===== config.mk =====
export PLATFORM = sky130hd
export DESIGN_NAME = radio_frame_decoder_crc16
export DESIGN_NICKNAME = d
export VERILOG_FILES = /design/src/hw/rtl/rfd_pkg.sv /design/src/hw/rtl/radio_frame_decoder_crc16.sv /design/src/hw/rtl/rfd_front.sv /design/src/hw/rtl/rfd_cmd_fifo.sv /design/src/hw/rtl/rfd_back.sv
export SDC_FILE = /design/constraint.sdc
export NUM_CORES = 1
export LEC_CHECK = 0
export BUFFER_PORTS_ARGS = -buffer_cell sky130_fd_sc_hd__buf_2
export CAP_MARGIN = 15
export CELL_PAD_IN_SITES_DETAIL_PLACEMENT = 2
export CELL_PAD_IN_SITES_GLOBAL_PLACEMENT = 2
export CORE_MARGIN = 5
export CORE_UTILIZATION = 40
export CTS_BUF_LIST = sky130_fd_sc_hd__clkbuf_8
export DETAILED_ROUTE_END_ITERATION = 10
export GPL_ROUTABILITY_DRIVEN = 0
export PLACE_DENSITY_LB_ADDON = 0.15
export SLEW_MARGIN = 10
export SYNTH_ARGS = -nofsm -noshare
export SYNTH_HDL_FRONTEND = slang
export SYNTH_SLANG_ARGS = --single-unit

===== constraint.sdc =====
create_clock -name clk_i -period 6 [get_ports clk_i]
set_input_delay 0.3 -clock clk_i [delete_from_list [all_inputs] [get_ports clk_i]]
set_output_delay 0.3 -clock clk_i [all_outputs]
set_load 0.02 [all_outputs]

===== src/hw/rtl/rfd_pkg.sv =====
`timescale 1ns / 1ps
`default_nettype none

package rfd_pkg;

  // Frame layout.
  localparam int MAX_FRAME_BYTES = 256;
  localparam int HEADER_BYTES    = 7;
  localparam int CRC_BYTES       = 2;
  localparam int MIN_FRAME_BYTES = HEADER_BYTES + CRC_BYTES;

  // Header byte positions that the checks or the status item single out.
  localparam int HDR_KIND    = 1;
  localparam int HDR_SEQ_HI  = 4;
  localparam int HDR_SEQ_LO  = 5;
  localparam int HDR_TYPE    = 6;

  // Widths that follow from the layout.
  localparam int CNT_W     = $clog2(MAX_FRAME_BYTES + 1);
  localparam int CMP_W     = (CNT_W > 8) ? CNT_W : 8;
  localparam int HDR_IDX_W = $clog2(HEADER_BYTES);

  // CRC-16/CCITT-FALSE.
  localparam logic [15:0] CRC_POLY = 16'h1021;
  localparam logic [15:0] CRC_INIT = 16'hFFFF;

  // Command queue between front and back.
  localparam int CMD_DEPTH  = 2;
  localparam int CMD_PTR_W  = (CMD_DEPTH > 1) ? $clog2(CMD_DEPTH) : 1;
  localparam int CMD_CNT_W  = $clog2(CMD_DEPTH + 1);

  // Configuration port.
  localparam int PADDR_W   = 4;
  localparam int PDATA_W   = 32;
  localparam int TDATA_W   = 80;
  localparam int OUT_PAD_W = 5;

  typedef enum logic [1:0] {
    REG_CAPACITY = 2'd0,
    REG_KIND     = 2'd1,
    REG_TYPE     = 2'd2
  } reg_idx_e;

  typedef enum logic [2:0] {
    ST_OK       = 3'd0,
    ST_SHORT    = 3'd1,
    ST_CRC      = 3'd2,
    ST_CAPACITY = 3'd3,
    ST_KIND     = 3'd4,
    ST_TYPE     = 3'd5,
    ST_LONG     = 3'd6
  } status_e;

  typedef enum logic {
    ITEM_PAYLOAD = 1'b0,
    ITEM_STATUS  = 1'b1
  } item_kind_e;

  typedef struct packed {
    logic [7:0] payload_capacity;
    logic [7:0] highest_kind;
    logic [7:0] highest_type;
  } cfg_t;

  // One classified input byte, as the front hands it to the back.
  typedef struct packed {
    logic [7:0]           old_byte;    // byte leaving the delay line
    logic                 feed_crc;
    logic                 emit_pay;
    logic [7:0]           new_byte;    // byte just received
    logic                 hdr_wr;
    logic [HDR_IDX_W-1:0] hdr_idx;
    logic                 last;
    logic                 overflow;
    logic                 short_frame;
    logic                 over_cap;
    logic [15:0]          rx_crc;
    logic [7:0]           plen;
  } cmd_t;

  typedef struct packed {
    item_kind_e  item_kind;
    logic [7:0]  payload_byte;
    status_e     status;
    logic [7:0]  version;
    logic [7:0]  frame_kind;
    logic [7:0]  flag_bits;
    logic [7:0]  reserved_byte;
    logic [15:0] sequence_number;
    logic [7:0]  message_type;
    logic [7:0]  payload_length;
  } item_t;

  // Feed one byte into the CRC, MSB first.
  function automatic logic [15:0] crc16_feed(input logic [15:0] crc, input logic [7:0] b);
    logic [15:0] c;
    c = crc ^ {b, 8'h00};
    for (int i = 0; i < 8; i++) begin
      if (c[15]) begin
        c = {c[14:0], 1'b0} ^ CRC_POLY;
      end else begin
        c = {c[14:0], 1'b0};
      end
    end
    return c;
  endfunction

endpackage

`default_nettype wire


===== src/hw/rtl/radio_frame_decoder_crc16.sv =====
// A result reaches the master side through the command queue entry and the output
// register; the status after a payload byte waits in the pending slot behind it.
// Throughput: one byte per cycle while the master side accepts and no status is
// pending, set by the bytewise CRC step in the back end; a final byte that also
// releases a payload byte gives two items. Reset: asynchronous, active low;
// configuration registers return to 255; frame state is cleared at once, no pass needed.
`timescale 1ns / 1ps
`default_nettype none

module radio_frame_decoder_crc16 (
  input  wire logic                          clk_i,
  input  wire logic                          rst_ni,
  // APB-style configuration port
  input  wire logic                          psel,
  input  wire logic                          penable,
  input  wire logic                          pwrite,
  input  wire logic [rfd_pkg::PADDR_W-1:0]   paddr,
  input  wire logic [rfd_pkg::PDATA_W-1:0]   pwdata,
  output logic      [rfd_pkg::PDATA_W-1:0]   prdata,
  output logic                               pready,
  // Raw frame bytes
  input  wire logic                          s_axis_tvalid,
  output logic                               s_axis_tready,
  input  wire logic [7:0]                    s_axis_tdata,  // data_byte[7:0]
  input  wire logic                          s_axis_tlast,  // last_byte
  // Payload and status items
  output logic                               m_axis_tvalid,
  input  wire logic                          m_axis_tready,
  // payload_byte[7:0], status[10:8], version[18:11], frame_kind[26:19],
  // flag_bits[34:27], reserved_byte[42:35], sequence_number[58:43],
  // message_type[66:59], payload_length[74:67], zero[79:75]
  output logic      [rfd_pkg::TDATA_W-1:0]   m_axis_tdata,
  output logic                               m_axis_tuser   // item_kind
);
  import rfd_pkg::*;

  cfg_t  cfg_q;
  logic  cfg_wr;
  logic  push, q_full, cmd_valid, pop;
  cmd_t  cmd_in, cmd_head;
  item_t item;

  // Configuration registers.
  assign pready = 1'b1;
  assign cfg_wr = psel && penable && pwrite && pready;

  always_ff @(posedge clk_i or negedge rst_ni) begin
    if (!rst_ni) begin
      cfg_q.payload_capacity <= 8'hFF;
      cfg_q.highest_kind     <= 8'hFF;
      cfg_q.highest_type     <= 8'hFF;
    end else if (cfg_wr) begin
      case (reg_idx_e'(paddr[3:2]))
        REG_CAPACITY: cfg_q.payload_capacity <= pwdata[7:0];
        REG_KIND:     cfg_q.highest_kind     <= pwdata[7:0];
        REG_TYPE:     cfg_q.highest_type     <= pwdata[7:0];
        default:      ;
      endcase
    end
  end

  // Register read-back.
  always_comb begin
    case (reg_idx_e'(paddr[3:2]))
      REG_CAPACITY: prdata = PDATA_W'(cfg_q.payload_capacity);
      REG_KIND:     prdata = PDATA_W'(cfg_q.highest_kind);
      REG_TYPE:     prdata = PDATA_W'(cfg_q.highest_type);
      default:      prdata = '0;
    endcase
  end

  rfd_front u_front (
    .clk_i     (clk_i),
    .rst_ni    (rst_ni),
    .cfg_i     (cfg_q),
    .s_valid_i (s_axis_tvalid),
    .s_ready_o (s_axis_tready),
    .s_data_i  (s_axis_tdata),
    .s_last_i  (s_axis_tlast),
    .q_full_i  (q_full),
    .push_o    (push),
    .cmd_o     (cmd_in)
  );

  rfd_cmd_fifo u_fifo (
    .clk_i   (clk_i),
    .rst_ni  (rst_ni),
    .push_i  (push),
    .cmd_i   (cmd_in),
    .full_o  (q_full),
    .valid_o (cmd_valid),
    .pop_i   (pop),
    .cmd_o   (cmd_head)
  );

  rfd_back u_back (
    .clk_i       (clk_i),
    .rst_ni      (rst_ni),
    .cfg_i       (cfg_q),
    .cmd_valid_i (cmd_valid),
    .cmd_i       (cmd_head),
    .pop_o       (pop),
    .m_valid_o   (m_axis_tvalid),
    .m_ready_i   (m_axis_tready),
    .item_o      (item)
  );

  // Pack the result item onto the master side.
  assign m_axis_tuser = item.item_kind;
  assign m_axis_tdata = {{OUT_PAD_W{1'b0}}, item.payload_length, item.message_type,
                         item.sequence_number, item.reserved_byte, item.flag_bits,
                         item.frame_kind, item.version, item.status, item.payload_byte};

endmodule

`default_nettype wire


===== src/hw/rtl/rfd_front.sv =====
`timescale 1ns / 1ps
`default_nettype none

module rfd_front (
  input  wire logic          clk_i,
  input  wire logic          rst_ni,
  input  wire rfd_pkg::cfg_t cfg_i,
  input  wire logic          s_valid_i,
  output logic               s_ready_o,
  input  wire logic [7:0]    s_data_i,
  input  wire logic          s_last_i,
  input  wire logic          q_full_i,
  output logic               push_o,
  output rfd_pkg::cmd_t      cmd_o
);
  import rfd_pkg::*;

  logic [CNT_W-1:0] cnt_q, cnt_d, cnt_after;
  logic             ovf_q, ovf_d;
  logic [7:0]       d0_q, d0_d, d1_q, d1_d;
  logic             full_frame;
  logic [CMP_W-1:0] pos_ext, cap_ext, pl;

  assign s_ready_o = !q_full_i;
  assign push_o    = s_valid_i && !q_full_i;

  // Classify the incoming byte by its place in the frame.
  always_comb begin
    full_frame = (cnt_q >= CNT_W'(MAX_FRAME_BYTES));
    cnt_after  = full_frame ? cnt_q : cnt_q + 1'b1;
    pos_ext    = CMP_W'(cnt_q);
    cap_ext    = CMP_W'(cfg_i.payload_capacity);
    pl         = CMP_W'(cnt_after) - CMP_W'(MIN_FRAME_BYTES);

    cmd_o.old_byte    = d1_q;
    cmd_o.new_byte    = s_data_i;
    cmd_o.feed_crc    = !full_frame && (cnt_q >= CNT_W'(CRC_BYTES));
    cmd_o.emit_pay    = !full_frame && (pos_ext >= CMP_W'(MIN_FRAME_BYTES)) &&
                        ((pos_ext - CMP_W'(MIN_FRAME_BYTES)) < cap_ext);
    cmd_o.hdr_wr      = !full_frame && (cnt_q < CNT_W'(HEADER_BYTES));
    cmd_o.hdr_idx     = cnt_q[HDR_IDX_W-1:0];
    cmd_o.last        = s_last_i;
    cmd_o.overflow    = ovf_q || full_frame;
    cmd_o.short_frame = (cnt_after < CNT_W'(MIN_FRAME_BYTES));
    cmd_o.over_cap    = (pl > cap_ext);
    cmd_o.rx_crc      = full_frame ? {d1_q, d0_q} : {d0_q, s_data_i};
    if (cmd_o.overflow || cmd_o.short_frame) begin
      cmd_o.plen = 8'h00;
    end else if (pl > CMP_W'(8'hFF)) begin
      cmd_o.plen = 8'hFF;
    end else begin
      cmd_o.plen = pl[7:0];
    end
  end

  // Frame position, overflow mark and two-byte delay line.
  always_comb begin
    cnt_d = cnt_q;
    ovf_d = ovf_q;
    d0_d  = d0_q;
    d1_d  = d1_q;
    if (push_o) begin
      if (s_last_i) begin
        cnt_d = '0;
        ovf_d = 1'b0;
        d0_d  = 8'h00;
        d1_d  = 8'h00;
      end else if (full_frame) begin
        ovf_d = 1'b1;
      end else begin
        cnt_d = cnt_after;
        d1_d  = d0_q;
        d0_d  = s_data_i;
      end
    end
  end

  always_ff @(posedge clk_i or negedge rst_ni) begin
    if (!rst_ni) begin
      cnt_q <= '0;
      ovf_q <= 1'b0;
      d0_q  <= 8'h00;
      d1_q  <= 8'h00;
    end else begin
      cnt_q <= cnt_d;
      ovf_q <= ovf_d;
      d0_q  <= d0_d;
      d1_q  <= d1_d;
    end
  end

  // The byte count never runs past the frame store.
  a_cnt_bound: assert property (@(posedge clk_i) disable iff (!rst_ni)
    cnt_q <= CNT_W'(MAX_FRAME_BYTES))
    else $error("front byte count beyond frame store");

endmodule

`default_nettype wire


===== src/hw/rtl/rfd_cmd_fifo.sv =====
`timescale 1ns / 1ps
`default_nettype none

module rfd_cmd_fifo (
  input  wire logic          clk_i,
  input  wire logic          rst_ni,
  input  wire logic          push_i,
  input  wire rfd_pkg::cmd_t cmd_i,
  output logic               full_o,
  output logic               valid_o,
  input  wire logic          pop_i,
  output rfd_pkg::cmd_t      cmd_o
);
  import rfd_pkg::*;

  cmd_t                 mem_q [CMD_DEPTH];
  logic [CMD_PTR_W-1:0] wr_q, rd_q;
  logic [CMD_CNT_W-1:0] cnt_q;
  logic                 do_push, do_pop;

  assign full_o  = (cnt_q == CMD_CNT_W'(CMD_DEPTH));
  assign valid_o = (cnt_q != '0);
  assign cmd_o   = mem_q[rd_q];
  assign do_push = push_i && !full_o;
  assign do_pop  = pop_i && valid_o;

  // Pointer and fill count bookkeeping.
  always_ff @(posedge clk_i or negedge rst_ni) begin
    if (!rst_ni) begin
      wr_q  <= '0;
      rd_q  <= '0;
      cnt_q <= '0;
    end else begin
      if (do_push) begin
        wr_q <= (wr_q == CMD_PTR_W'(CMD_DEPTH - 1)) ? '0 : wr_q + 1'b1;
      end
      if (do_pop) begin
        rd_q <= (rd_q == CMD_PTR_W'(CMD_DEPTH - 1)) ? '0 : rd_q + 1'b1;
      end
      if (do_push && !do_pop) begin
        cnt_q <= cnt_q + 1'b1;
      end else if (do_pop && !do_push) begin
        cnt_q <= cnt_q - 1'b1;
      end
    end
  end

  // Entry storage.
  always_ff @(posedge clk_i) begin
    if (do_push) begin
      mem_q[wr_q] <= cmd_i;
    end
  end

  a_cnt_depth: assert property (@(posedge clk_i) disable iff (!rst_ni)
    cnt_q <= CMD_CNT_W'(CMD_DEPTH))
    else $error("command queue fill count beyond depth");

endmodule

`default_nettype wire


===== src/hw/rtl/rfd_back.sv =====
`timescale 1ns / 1ps
`default_nettype none

module rfd_back (
  input  wire logic          clk_i,
  input  wire logic          rst_ni,
  input  wire rfd_pkg::cfg_t cfg_i,
  input  wire logic          cmd_valid_i,
  input  wire rfd_pkg::cmd_t cmd_i,
  output logic               pop_o,
  output logic               m_valid_o,
  input  wire logic          m_ready_i,
  output rfd_pkg::item_t     item_o
);
  import rfd_pkg::*;

  logic [15:0] crc_q, crc_n;
  logic [7:0]  hdr_q [HEADER_BYTES];
  logic [7:0]  hdr_n [HEADER_BYTES];
  logic        out_valid_q, pend_valid_q;
  item_t       out_q, pend_q;
  item_t       pay_item, stat_item;
  logic        out_ld;

  assign out_ld    = !out_valid_q || m_ready_i;
  assign pop_o     = out_ld && !pend_valid_q && cmd_valid_i;
  assign m_valid_o = out_valid_q;
  assign item_o    = out_q;

  // Running CRC and header capture for the command at the queue head.
  always_comb begin
    crc_n = cmd_i.feed_crc ? crc16_feed(crc_q, cmd_i.old_byte) : crc_q;
    for (int i = 0; i < HEADER_BYTES; i++) begin
      if (cmd_i.hdr_wr && (cmd_i.hdr_idx == HDR_IDX_W'(i))) begin
        hdr_n[i] = cmd_i.new_byte;
      end else begin
        hdr_n[i] = hdr_q[i];
      end
    end
  end

  // Build the payload item and the end-of-frame status item.
  always_comb begin
    pay_item              = '0;
    pay_item.item_kind    = ITEM_PAYLOAD;
    pay_item.payload_byte = cmd_i.old_byte;

    stat_item                 = '0;
    stat_item.item_kind       = ITEM_STATUS;
    stat_item.version         = hdr_n[0];
    stat_item.frame_kind      = hdr_n[HDR_KIND];
    stat_item.flag_bits       = hdr_n[2];
    stat_item.reserved_byte   = hdr_n[3];
    stat_item.sequence_number = {hdr_n[HDR_SEQ_HI], hdr_n[HDR_SEQ_LO]};
    stat_item.message_type    = hdr_n[HDR_TYPE];
    stat_item.payload_length  = cmd_i.plen;
    if (cmd_i.overflow) begin
      stat_item.status = ST_LONG;
    end else if (cmd_i.short_frame) begin
      stat_item.status = ST_SHORT;
    end else if (cmd_i.rx_crc != crc_n) begin
      stat_item.status = ST_CRC;
    end else if (cmd_i.over_cap) begin
      stat_item.status = ST_CAPACITY;
    end else if (hdr_n[HDR_KIND] > cfg_i.highest_kind) begin
      stat_item.status = ST_KIND;
    end else if (hdr_n[HDR_TYPE] > cfg_i.highest_type) begin
      stat_item.status = ST_TYPE;
    end else begin
      stat_item.status = ST_OK;
    end
  end

  // Output register control and frame state; a status item that follows a
  // payload item on the same byte waits in the pending slot.
  always_ff @(posedge clk_i or negedge rst_ni) begin
    if (!rst_ni) begin
      out_valid_q  <= 1'b0;
      pend_valid_q <= 1'b0;
      crc_q        <= CRC_INIT;
      for (int i = 0; i < HEADER_BYTES; i++) begin
        hdr_q[i] <= 8'h00;
      end
    end else begin
      if (out_ld) begin
        if (pend_valid_q) begin
          out_valid_q  <= 1'b1;
          pend_valid_q <= 1'b0;
        end else if (cmd_valid_i) begin
          out_valid_q  <= cmd_i.emit_pay || cmd_i.last;
          pend_valid_q <= cmd_i.emit_pay && cmd_i.last;
        end else begin
          out_valid_q <= 1'b0;
        end
      end
      if (pop_o) begin
        if (cmd_i.last) begin
          crc_q <= CRC_INIT;
          for (int i = 0; i < HEADER_BYTES; i++) begin
            hdr_q[i] <= 8'h00;
          end
        end else begin
          crc_q <= crc_n;
          for (int i = 0; i < HEADER_BYTES; i++) begin
            hdr_q[i] <= hdr_n[i];
          end
        end
      end
    end
  end

  // Result payload registers.
  always_ff @(posedge clk_i) begin
    if (out_ld) begin
      if (pend_valid_q) begin
        out_q <= pend_q;
      end else if (cmd_valid_i) begin
        out_q  <= cmd_i.emit_pay ? pay_item : stat_item;
        pend_q <= stat_item;
      end
    end
  end

  a_pend_needs_out: assert property (@(posedge clk_i) disable iff (!rst_ni)
    pend_valid_q |-> out_valid_q)
    else $error("pending status without a result in the output register");

  a_pend_is_status: assert property (@(posedge clk_i) disable iff (!rst_ni)
    pend_valid_q |-> (pend_q.item_kind == ITEM_STATUS))
    else $error("pending slot holds a payload item");

  a_pay_clean: assert property (@(posedge clk_i) disable iff (!rst_ni)
    (out_valid_q && (out_q.item_kind == ITEM_PAYLOAD)) |->
    ((out_q.status == ST_OK) && (out_q.payload_length == 8'h00)))
    else $error("payload item carries status fields");

endmodule

`default_nettype wire

### After elaboration in Yosys (flattened, before gate mapping)

Memory sizes are Yosys's and may differ from the RTL's.
Index checks and enable logic that the tools add are counted.
W data, S select, Z words.

| word-level totals | value |
|---|---|
| logic and storage cells | 171 |
| register bits after elaboration | 271 |
| bits in writable memories | 100 |
| memories | 1 |
| output and inout bits | 116 |

| cells by class | value |
|---|---|
| $add $sub $neg | 7 |
| $lt $le $gt $ge | 10 |
| equality and inequality tests | 11 |
| muxes and demuxes | 50 |
| bitwise gates (word level) | 10 |
| reductions and logical operators | 44 |

Memory list:

| name | words | width | rd ports | clocked after memory_dff | write ports | RTL line | source |
|---|---|---|---|---|---|---|---|
| u_fifo.mem_q | 2 | 50 | 1 | 0 | 1 | rfd_cmd_fifo.sv:16 | `cmd_t mem_q [CMD_DEPTH];` |

Operators with widths:

| cell | count |
|---|---|
| $mux W76 | 2 |
| $mux W13 | 8 |
| $mux W8 | 13 |
| $mux W67 | 1 |
| $mux W56 | 1 |
| $mux W16 | 3 |
| $mux W9 | 3 |
| $not A3 Y3 | 8 |
| $pmux W8 S3 | 1 |
| $logic_and A1 B1 Y1 | 21 |
| $mux W3 | 6 |
| $sub A9 B4 Y9 const B | 2 |
| $gt A8 B8 Y1 | 2 |
| $ne A16 B16 Y1 | 1 |
| $xor A16 B16 Y16 | 1 |
| $reduce_and A2 Y1 | 6 |
| $mux W1 | 10 |
| $add A9 B1 Y9 const B | 1 |
| $eq A3 B3 Y1 const B | 3 |
| $ge A9 B2 Y1 const B | 1 |
| $ge A9 B4 Y1 const B | 1 |
| $ge A9 B9 Y1 const B | 1 |
| $gt A9 B8 Y1 | 1 |
| $gt A9 B8 Y1 const B | 1 |
| other kinds (19) | 34 |

### Depth between registers and ports, before layout

Gate-level depths: netlist (run 1).
An unclocked memory read counts as a cell.

| logic depth | value |
|---|---|
| depth in word-level cells | 26 |
| depth in mapped cells | 21 |

### By module

A second synthesis (run 1) with hierarchy kept.

| second synthesis, totals | value |
|---|---|
| cells, all modules | 1,413 |
| area, all modules | 17,779.6 um^2 |

Modules (own cells, without submodules):

| module | cells each | area an instance (um^2) | instances |
|---|---|---|---|
| rfd_back | 821 | 9,759.4 | 1 |
| rfd_cmd_fifo | 175 | 4,061.4 | 1 |
| rfd_front | 304 | 2,557.5 | 1 |
| radio_frame_decoder_crc16 | 113 | 1,401.3 | 1 |

### Worst setup path after synthesis (run 1)

OpenSTA, ideal clock, no wires.

| path | value |
|---|---|
| path type | register -> register |
| from | register u_back.pend_valid_q |
| to | register u_back.out_q (netlist bit u_back.item_o[0]), enable pin |
| data required time | 5.490 ns |
| period minus slack after synthesis | 4.561 ns |
| path buffers | 2 |
| slack | 1.439 ns |
| arrival time | 4.051 ns |
| cell stages (with the launch flop) | 5 |
| path through | dfrtp_1 -> clkbuf_1 -> clkbuf_1 -> nor3_1 -> nor2_1 |

| on the way | value |
|---|---|
| cells in the longest elaborated chain, start to end | 2 |

RTL lines:

| element | RTL line | source |
|---|---|---|
| from (decl) | rfd_back.sv:20 | `logic out_valid_q, pend_valid_q;` |
| from (signal assigned) | rfd_back.sv:91 | `pend_valid_q <= cmd_i.emit_pay && cmd_i.last;` |
| $reduce_bool A2 Y1 (no line) | -- |  |
| $reduce_and A2 Y1 (no line) | -- |  |
| to (signal assigned) | rfd_back.sv:116 | `out_q <= pend_q;` |
| to (signal assigned) | rfd_back.sv:118 | `out_q <= cmd_i.emit_pay ? pay_item : stat_item;` |
| to (decl) | rfd_back.sv:21 | `item_t out_q, pend_q;` |

Every way passes these cells.
A chain may end at the register's enable or synchronous reset.

==> impl_metrics.json, run 1 <==
{
  "fin_nets": 1707,
  "first_iter_violations": 516,
  "clockBufferDepth": 3,
  "ant_nets": 0,
  "cts.sinks": 371,
  "grt_pass1_vias": 12799,
  "synth_top_area_share_pct": 42.5,
  "cts_tree": "yes",
  "h-tree-depth": 3,
  "layout-drive-gt1-share_pct": 19.5,
  "cts_buffers": 67,
  "grt_pass1_wl_um": 75800,
  "crit_slowest_cell": "dfrtp_2",
  "worst_ep_arrival_time_ps": 5040,
  "tns_ps": 0,
  "yosys-top-cells-count": "243 x edfxtp_1, 196 x nand2_1, 185 x o21ai_0",
  "placed_cell_area_mm2": 0.0182,
  "vias": 11597,
  "hold_violations": 0,
  "io_buffers": 111,
  "fmax_mhz": 215,
  "die_w_um": 217,
  "hold_path_startpoint": "s_axis_tlast",
  "wl_per_cell_um": 22.1,
  "post-cts-setup-buffers": 0,
  "tightestPinTransition_ps": 1050,
  "postSynthCellCount": 1472,
  "endpoint_kind": "flip-flop",
  "slew_viol_final": 0,
  "post-route-drc-count": 0,
  "path_max_fanout": 33,
  "area_growth_pct": 14.3,
  "drt-vias-per-instance": 5.24,
  "yosys_warnings": 0,
  "path_clk_slew_ps": 60,
  "coreArea_mm2": 0.0428,
  "final_util_pct": 45.9,
  "grt_overflow": 0,
  "start_kind": "flip-flop",
  "track_usage_pct": 20.7,
  "antenna_found_initial": 0,
  "reg2regPathDepth": 16,
  "postLayoutCellArea_mm2": 0.0196,
  "clk_latency_ps": 600,
  "syn_avg_cell_area_um2": 11.7,
  "yosysSeqAreaShare_pct": 61.4,
  "ys.flop_type": "edfxtp_1",
  "rows": 76,
  "slew_headroom_pct": 28.3,
  "hold_ws_ps": 79.1,
  "crit_required_ps": 6400,
  "synth_most_common_cell": "edfxtp_1",
  "finClkSkew_ps": 31.0,
  "firstDrtPassIters": 5,
  "power.leakage_nw": 8.27,
  "fin_crit_sh_pct": 77.4,
  "worstReg2RegStart": "u_fifo.rd_q",
  "drv_cap": 0,
  "outcome": "finished, final reports clean",
  "crit_chain": "nor2b_1, a22oi_1, nor2_1, nand2_1, o21ai_0, inv_1, ha_1, nor2b_1, o21a_1, o21a_1, o21ai_0, a21oi_1, nor2b_1, nor2_1, o31a_1, o41ai_1",
  "post-place-ws_ps": 1430,
  "min_path_cells": 2,
  "yosys_register_bits": 371,
  "start_util_pct": 40.1,
  "layout_setup_ws_ps": 1360,
  "pin_count": 168,
  "rsz0062_at_grt": "no",
  "fin_cells": 2215,
  "die-area_mm2": 0.0472,
  "hp-class": "in2reg",
  "fin_crit_ps": 4640,
  "synth_edf_count": 243,
  "power_mw": 11.5,
  "synthTopCellsByArea": "edfxtp_1 42%, dfrtp_1 13%, dfstp_2 6.1%, o21ai_0 5.4%, nand2_1 4.3%",
  "cp_common_cell": "nor2b_1",
  "diodes": 0,
  "wirelength_um": 49000,
  "critPathLaunch": "u_fifo.rd_q",
  "die_height_um": 217,
  "dp.cells": 2078,
  "setup_violations": 0,
  "power_density_mw_per_mm2": 587,
  "grt_max_degree": 69,
  "peakVddDrop_v": 0.000222,
  "synthArstFlopShare_pct": 34.5,
  "cpPeakStageDelay_ps": 980,
  "yosys.area.top_type": "edfxtp_1",
  "yosys.cell_types.count": 68,
  "worstSetupPathType": "reg2reg",
  "cts.root.buffer_cell": "clkbuf_8",
  "syn_area_mm2": 0.0172,
  "dpl.hpwl_um": 32900
}
layout make-up:
class	instances	area [µm²]
multi-input combinational	922	5870
inverter	103	387
sequential	371	10600
tap	546	683
clock inverter	48	228
clock buffer	72	991
fill	4352	23200
timing repair buffer	153	916
worst max-delay path: cells and delay by family, from the launching register on:
family / cells / cell delay (ps)
adder cells (fa/ha/maj): 1 / 310
AO/OA/AOI/OAI: 8 / 1460
flip-flops: 1 / 980
AND/OR/NAND/NOR: 6 / 1570
buffers and inverters: 1 / 120
sequential cells by signal, indices dropped and copies added (netlist names):
signal / count
u_back.crc_q: 16
u_fifo.wr_q: 1
u_back.pend_q: 67
u_front.d1_q: 8
u_back.hdr_q: 56
cfg_q: 24
u_back.m_valid_o: 1
u_front.d0_q: 8
u_front.ovf_q: 1
u_front.cnt_q: 9
u_fifo.cnt_q: 2
u_back.item_o: 76
u_back.pend_valid_q: 1
u_fifo.rd_q: 1
u_fifo.mem_q: 100
routing by layer:
metal	up-vias	global-route usage, %	wire length (µm)
met4	0	5.06	743
li1	5383	-	-
met1	5974	28.2	22400
met2	185	35.1	24100
met5	-	0	0
met3	55	3.05	1670
logic make-up after synthesis:
| kind of cell | synth area share [%] |
|---|---|
| other | 0.0437 |
| xor gates and xnor gates | 5.26 |
| AOI/OAI and AO/OA | 11.1 |
| and+or+nand+nor | 8.77 |
| buffers and inverters | 5.32 |
| adders and majority gates | 2.70 |
| muxes | 5.39 |
| DFF | 61.4 |
placed cells by master (no fill, tap or decap), types with 16 or more instances in the layout:
cell	count
clkbuf_8	72
mux2i_1	38
xor2_1	33
o21ai_0	185
dfstp_2	40
conb_1	30
dfrtp_1	86
nor2_1	74
a22o_1	18
edfxtp_1	243
inv_1	126
a21oi_1	60
xnor2_1	46
buf_4	26
buf_2	110
nand2_1	196
nand2b_1	16
mux2_2	38
dlygate4sd3_1	17
ha_1	37
report_power, final:
part           leakage [nW]  total [mW]  internal [mW]  switching (mW)
Sequential             3.98        4.75           4.13           0.614
Combinational          3.58        4.57           1.52            3.06
Clock                 0.710        2.21           1.15            1.06
path summary, 6_finish.rpt:
check | end | slack [ps]
min in group asynchronous | u_back.hdr_q[39] | 190
min | u_front.cnt_q[8] | 80
min reg2reg | u_back.hdr_q[3] | 480
max in group asynchronous | u_fifo.rd_q | 4630
max | u_back.item_o[64] | 1360
max reg2reg | u_back.item_o[64] | 1360
repair_timing:
item	CTS	global route
resized for setup	0	0
hold endpoints to repair	72	0
hold buffers	17	0
(Power assumes the default switching activity.)
==> inputs of run 2 (changes only) <==
- clock period: 6 -> 4.8 ns (I/O delays scaled with it)
==> impl_metrics.json, run 2 (synthesized netlist as in run 1, its figures left out) <==
{
  "cp.depth": 10,
  "cts.sinks": 371,
  "path_clk_slew_ps": 60,
  "rows": 76,
  "track_usage_pct": 20.7,
  "endpoint_kind": "flip-flop",
  "final_common_cell": "edfxtp_1",
  "fin_crit_sh_pct": 86.7,
  "cpLargestDelayFamily": "XOR/XNOR gates",
  "crit_slowest_cell": "dfrtp_2",
  "io_buffers": 111,
  "layout-drive-gt1-share_pct": 19.6,
  "vias": 11648,
  "crit_chain": "buf_12, mux2i_2, xnor2_1, xor2_1, nand3_1, a2bb2oi_1, a31oi_1, or4b_1, a21oi_1, o21ai_1",
  "power.leakage_nw": 8.37,
  "area_growth_pct": 14.9,
  "ctsHoldBuffers": 18,
  "cts_buffers": 67,
  "critPathLaunch": "u_fifo.rd_q",
  "first_iter_violations": 560,
  "cp_num_buf_inv": 1,
  "pin_count": 168,
  "cpPeakStageDelay_ps": 590,
  "die-area_mm2": 0.0472,
  "drv_cap": 0,
  "hp-class": "in2reg",
  "rsz0062_at_grt": "no",
  "dpl.hpwl_um": 33400,
  "reg2reg_to": "u_back.item_o[65]",
  "post-cts-setup-buffers": 0,
  "cp-endpoint": "u_back.item_o[65]",
  "fin_crit_ps": 4160,
  "final_util_pct": 46.1,
  "postLayoutCellArea_mm2": 0.0197,
  "worstReg2RegStart": "u_fifo.rd_q",
  "wirelength_um": 49200,
  "hold_violations": 0,
  "seqPwrFrac_pct": 40.2,
  "h-tree-depth": 3,
  "outcome": "finished, final reports clean",
  "fin_nets": 1715,
  "slew_headroom_pct": 27.5,
  "die_height_um": 217,
  "grt_pass1_vias": 12905,
  "tightestPinTransition_ps": 1090,
  "placed_cell_area_mm2": 0.0183,
  "fillers": 4357,
  "start_kind": "flip-flop",
  "p_sw_mw": 5.95,
  "seq_area_mm2": 0.0106,
  "wl_per_cell_um": 22.1,
  "pwr-share-comb_pct": 40.6,
  "grt_pass1_wl_um": 76100,
  "power_mw": 14.5,
  "hold_ws_ps": 89.5,
  "start_util_pct": 40.1,
  "reg2regPathDepth": 10,
  "tns_ps": 0,
  "cts.root.buffer_cell": "clkbuf_8",
  "sw_frac_of_total_pct": 40.9,
  "setup_violations": 0,
  "cts_resized": 0,
  "peakVddDrop_v": 0.000309,
  "grt_overflow": 0,
  "multi_input_area_mm2": 0.00585,
  "p_int_mw": 8.58,
  "clockPowerShare_pct": 19.2,
  "power_density_mw_per_mm2": 736,
  "ant_nets": 0,
  "largest_reg_flops": 100,
  "clockBufferDepth": 3,
  "antenna_found_initial": 1,
  "worst_ep_arrival_time_ps": 4470,
  "grt_max_degree": 69,
  "drt-vias-per-instance": 5.24,
  "firstDrtPassIters": 4,
  "layout_common_cells": "243 x edfxtp_1, 196 x nand2_1, 185 x o21ai_0",
  "cts_tree": "yes",
  "clk_latency_ps": 620,
  "path_max_fanout": 51,
  "fmax_mhz": 240,
  "slew_viol_final": 0,
  "coreArea_mm2": 0.0428,
  "post-route-drc-count": 0,
  "worstSetupPathType": "reg2reg",
  "die_w_um": 217,
  "finClkSkew_ps": 42.4,
  "crit_required_ps": 5110,
  "r2r_setup_slack_ps": 640,
  "top_register": "u_fifo.mem_q"
}
## run 2: layout make-up
cell class	count	area share, %
Inverter	103	1.96
Clock inverter	42	0.869
Tap cell	546	3.46
Sequential cell	371	53.5
Timing Repair Buffer	161	5.15
Antenna cell	1	0.0127
Clock buffer	78	5.44
Multi-Input combinational cell	922	29.6
## run 2: worst min path at each step
stage,startpoint,cells after the start,slack [ps],to
floorplan,rst_ni,0,-60,u_back.hdr_q[0]
global placement,rst_ni,1,390,u_back.hdr_q[55]
detailed placement,rst_ni,1,390,u_back.hdr_q[55]
CTS,m_axis_tready,3,30,u_back.pend_valid_q
global route,m_axis_tready,3,70,u_back.pend_valid_q
finish,m_axis_tready,3,90,u_back.pend_valid_q
## run 2: power groups by stage
stage | Combinational, mW | Sequential [mW] | Clock (mW)
floorplan | 3.55 | 6.07 | 0
global placement | 5.64 | 5.81 | 0
detailed placement | 5.91 | 5.91 | 0
CTS | 5.98 | 5.86 | 2.87
global route | 6.47 | 5.98 | 3.03
finish | 5.90 | 5.84 | 2.78
## run 2: routing by layer
layer	vias up	part of all wire (%)	global-route usage, %
li1	5397	-	-
met1	6007	46	28.2
met2	195	49	35.0
met3	49	3.5	3.09
met4	0	1.6	5.73
met5	-	0	0
## run 2: worst reg2reg max path, stage by stage, from the launching register on
cell       delay (ps)
dfrtp_2           590
buf_12            360
mux2i_2           630
xnor2_1           250
xor2_1            590
nand3_1           160
a2bb2oi_1         170
a31oi_1           200
or4b_1            560
a21oi_1           230
o21ai_1           120
## run 2: stage by stage
step / instances / worst slack [ps]
finish: 2224 / 636
global route: 2224 / 363
CTS: 2221 / 621
detailed placement: 2083 / 683
global placement: 2083 / 858
floorplan: 1500 / 239
==> inputs of run 3 (changes only) <==
- HOLD_SLACK_MARGIN: not set -> 0.05
- clock period: 4.8 -> 5.2 ns (I/O delays scaled with it)
==> impl_metrics.json, run 3 (synthesized netlist as in run 1, its figures left out) <==
{
  "wirelength_um": 49300,
  "seq_area_mm2": 0.0106,
  "peakVddDrop_v": 0.000280,
  "area_growth_pct": 14.6,
  "start_kind": "flip-flop",
  "first_iter_violations": 600,
  "post-cts-setup-buffers": 0,
  "post-place-ws_ps": 1100,
  "cts_tree": "yes",
  "tightestPinTransition_ps": 1090,
  "ctsHoldBuffers": 18,
  "rsz0062_at_grt": "no",
  "worstSetupPathType": "reg2reg",
  "firstDrtPassIters": 5,
  "hold_violations": 0,
  "coreArea_mm2": 0.0428,
  "post-route-drc-count": 0,
  "antenna_found_initial": 0,
  "crit_chain": "o32ai_1, nand2_1, a21oi_1, inv_1, ha_1, nor2b_1, o21a_1, o21a_1, o21ai_0, a21oi_1, nor2b_1, nor2_1, o31a_1, o41ai_1",
  "p_int_mw": 7.87,
  "dpl.hpwl_um": 33100,
  "vias": 11659,
  "drt-vias-per-instance": 5.25,
  "die-area_mm2": 0.0472,
  "die_w_um": 217,
  "crit_slowest_cell": "o32ai_1",
  "cts_buffers": 67,
  "cpLargestDelayFamily": "compound AO/OA/AOI/OAI gates",
  "path_clk_slew_ps": 60,
  "grt_pass1_vias": 12974,
  "pin_count": 168,
  "tns_ps": 0,
  "cts.sinks": 371,
  "pwr-share-comb_pct": 40.3,
  "fmax_mhz": 241,
  "layout_common_cells": "243 x edfxtp_1, 196 x nand2_1, 185 x o21ai_0",
  "start_util_pct": 40.1,
  "crit_required_ps": 5580,
  "slew_headroom_pct": 27.5,
  "clk_latency_ps": 610,
  "worst_ep_arrival_time_ps": 4530,
  "track_usage_pct": 20.9,
  "rows": 76,
  "cpPeakStageDelay_ps": 550,
  "slew_viol_final": 0,
  "cts.root.buffer_cell": "clkbuf_8",
  "fin_crit_sh_pct": 79.8,
  "p_sw_mw": 5.50,
  "die_height_um": 217,
  "clockPowerShare_pct": 19.2,
  "largest_reg_flops": 100,
  "clockBufferDepth": 3,
  "multi_input_area_mm2": 0.00587,
  "fin_crit_ps": 4150,
  "endpoint_kind": "flip-flop",
  "grt_max_degree": 75,
  "ant_nets": 0,
  "grt_overflow": 0,
  "setup_violations": 0,
  "sw_frac_of_total_pct": 41.1,
  "fillers": 4326,
  "fin_nets": 1712,
  "layout-drive-gt1-share_pct": 19.6,
  "seqPwrFrac_pct": 40.5,
  "diodes": 0,
  "top_register": "u_fifo.mem_q",
  "io_buffers": 111,
  "power.leakage_nw": 8.32,
  "wl_per_cell_um": 22.2,
  "power_density_mw_per_mm2": 679,
  "hp-class": "in2reg",
  "final_common_cell": "edfxtp_1",
  "cp_num_buf_inv": 1,
  "outcome": "finished, final reports clean",
  "h-tree-depth": 3,
  "cts_resized": 0,
  "finClkSkew_ps": 30.6,
  "path_max_fanout": 16,
  "layout_setup_ws_ps": 1050,
  "grt_pass1_wl_um": 76800,
  "drv_cap": 0
}
## run 3: final timing paths
check,start,endpoint,slack [ps],cells past startpoint
worst min register to register,u_back.hdr_q[52],u_back.hdr_q[52],480,2
max in group asynchronous,rst_ni,u_front.d1_q[0],3840,3
worst min-delay path,m_axis_tready,u_back.pend_valid_q,140,3
worst max register to register,u_fifo.rd_q,u_back.item_o[64],1050,14
min in group asynchronous,rst_ni,u_back.hdr_q[49],200,2
worst max-delay path,u_fifo.rd_q,u_back.item_o[64],1050,14
## run 3: area by class of cell
class | count | area share (%)
Sequential cell | 371 | 53.6
Multi-Input combinational cell | 922 | 29.8
Clock buffer | 75 | 5.24
Timing Repair Buffer | 158 | 4.92
Tap cell | 546 | 3.47
Inverter | 103 | 1.96
Clock inverter | 46 | 1.01
## run 3: metal layers
metal  vias to the layer above  share of wire, %  wire length [µm]  track usage [%]
met2                       191                49             24200             35.4
met3                        65               3.3              1620             3.05
met4                         0               2.0               991             6.11
met5                         -                 0                 0                0
li1                       5380                 -                 -                -
met1                      6023                46             22400             28.1
## run 3: stage by stage
stage	std cells	hold slack [ps]	power [mW]	instance area, µm²	util, %
after floorplan	1500	-35.6	8.88	17300	-
after global placement	2081	299	10.6	18300	42.7
after detailed placement	2081	312	10.9	18300	42.7
after CTS	2220	79.6	13.6	19700	46.0
after global routing	2221	110	14.3	19700	46.0
final	2221	137	13.4	19700	46.0
## run 3: power by group through the flow
stage | clock network, mW | logic [mW] | registers, mW
final | 2.57 | 5.39 | 5.41
after global placement | 0 | 5.20 | 5.36
after global routing | 2.80 | 5.92 | 5.54
after floorplan | 0 | 3.28 | 5.60
after CTS | 2.66 | 5.49 | 5.42
after detailed placement | 0 | 5.44 | 5.47
## run 3: worst min-delay path, stage by stage
cell     delay [ps]
buf_2            80
nor2b_1         110
a32o_1          240
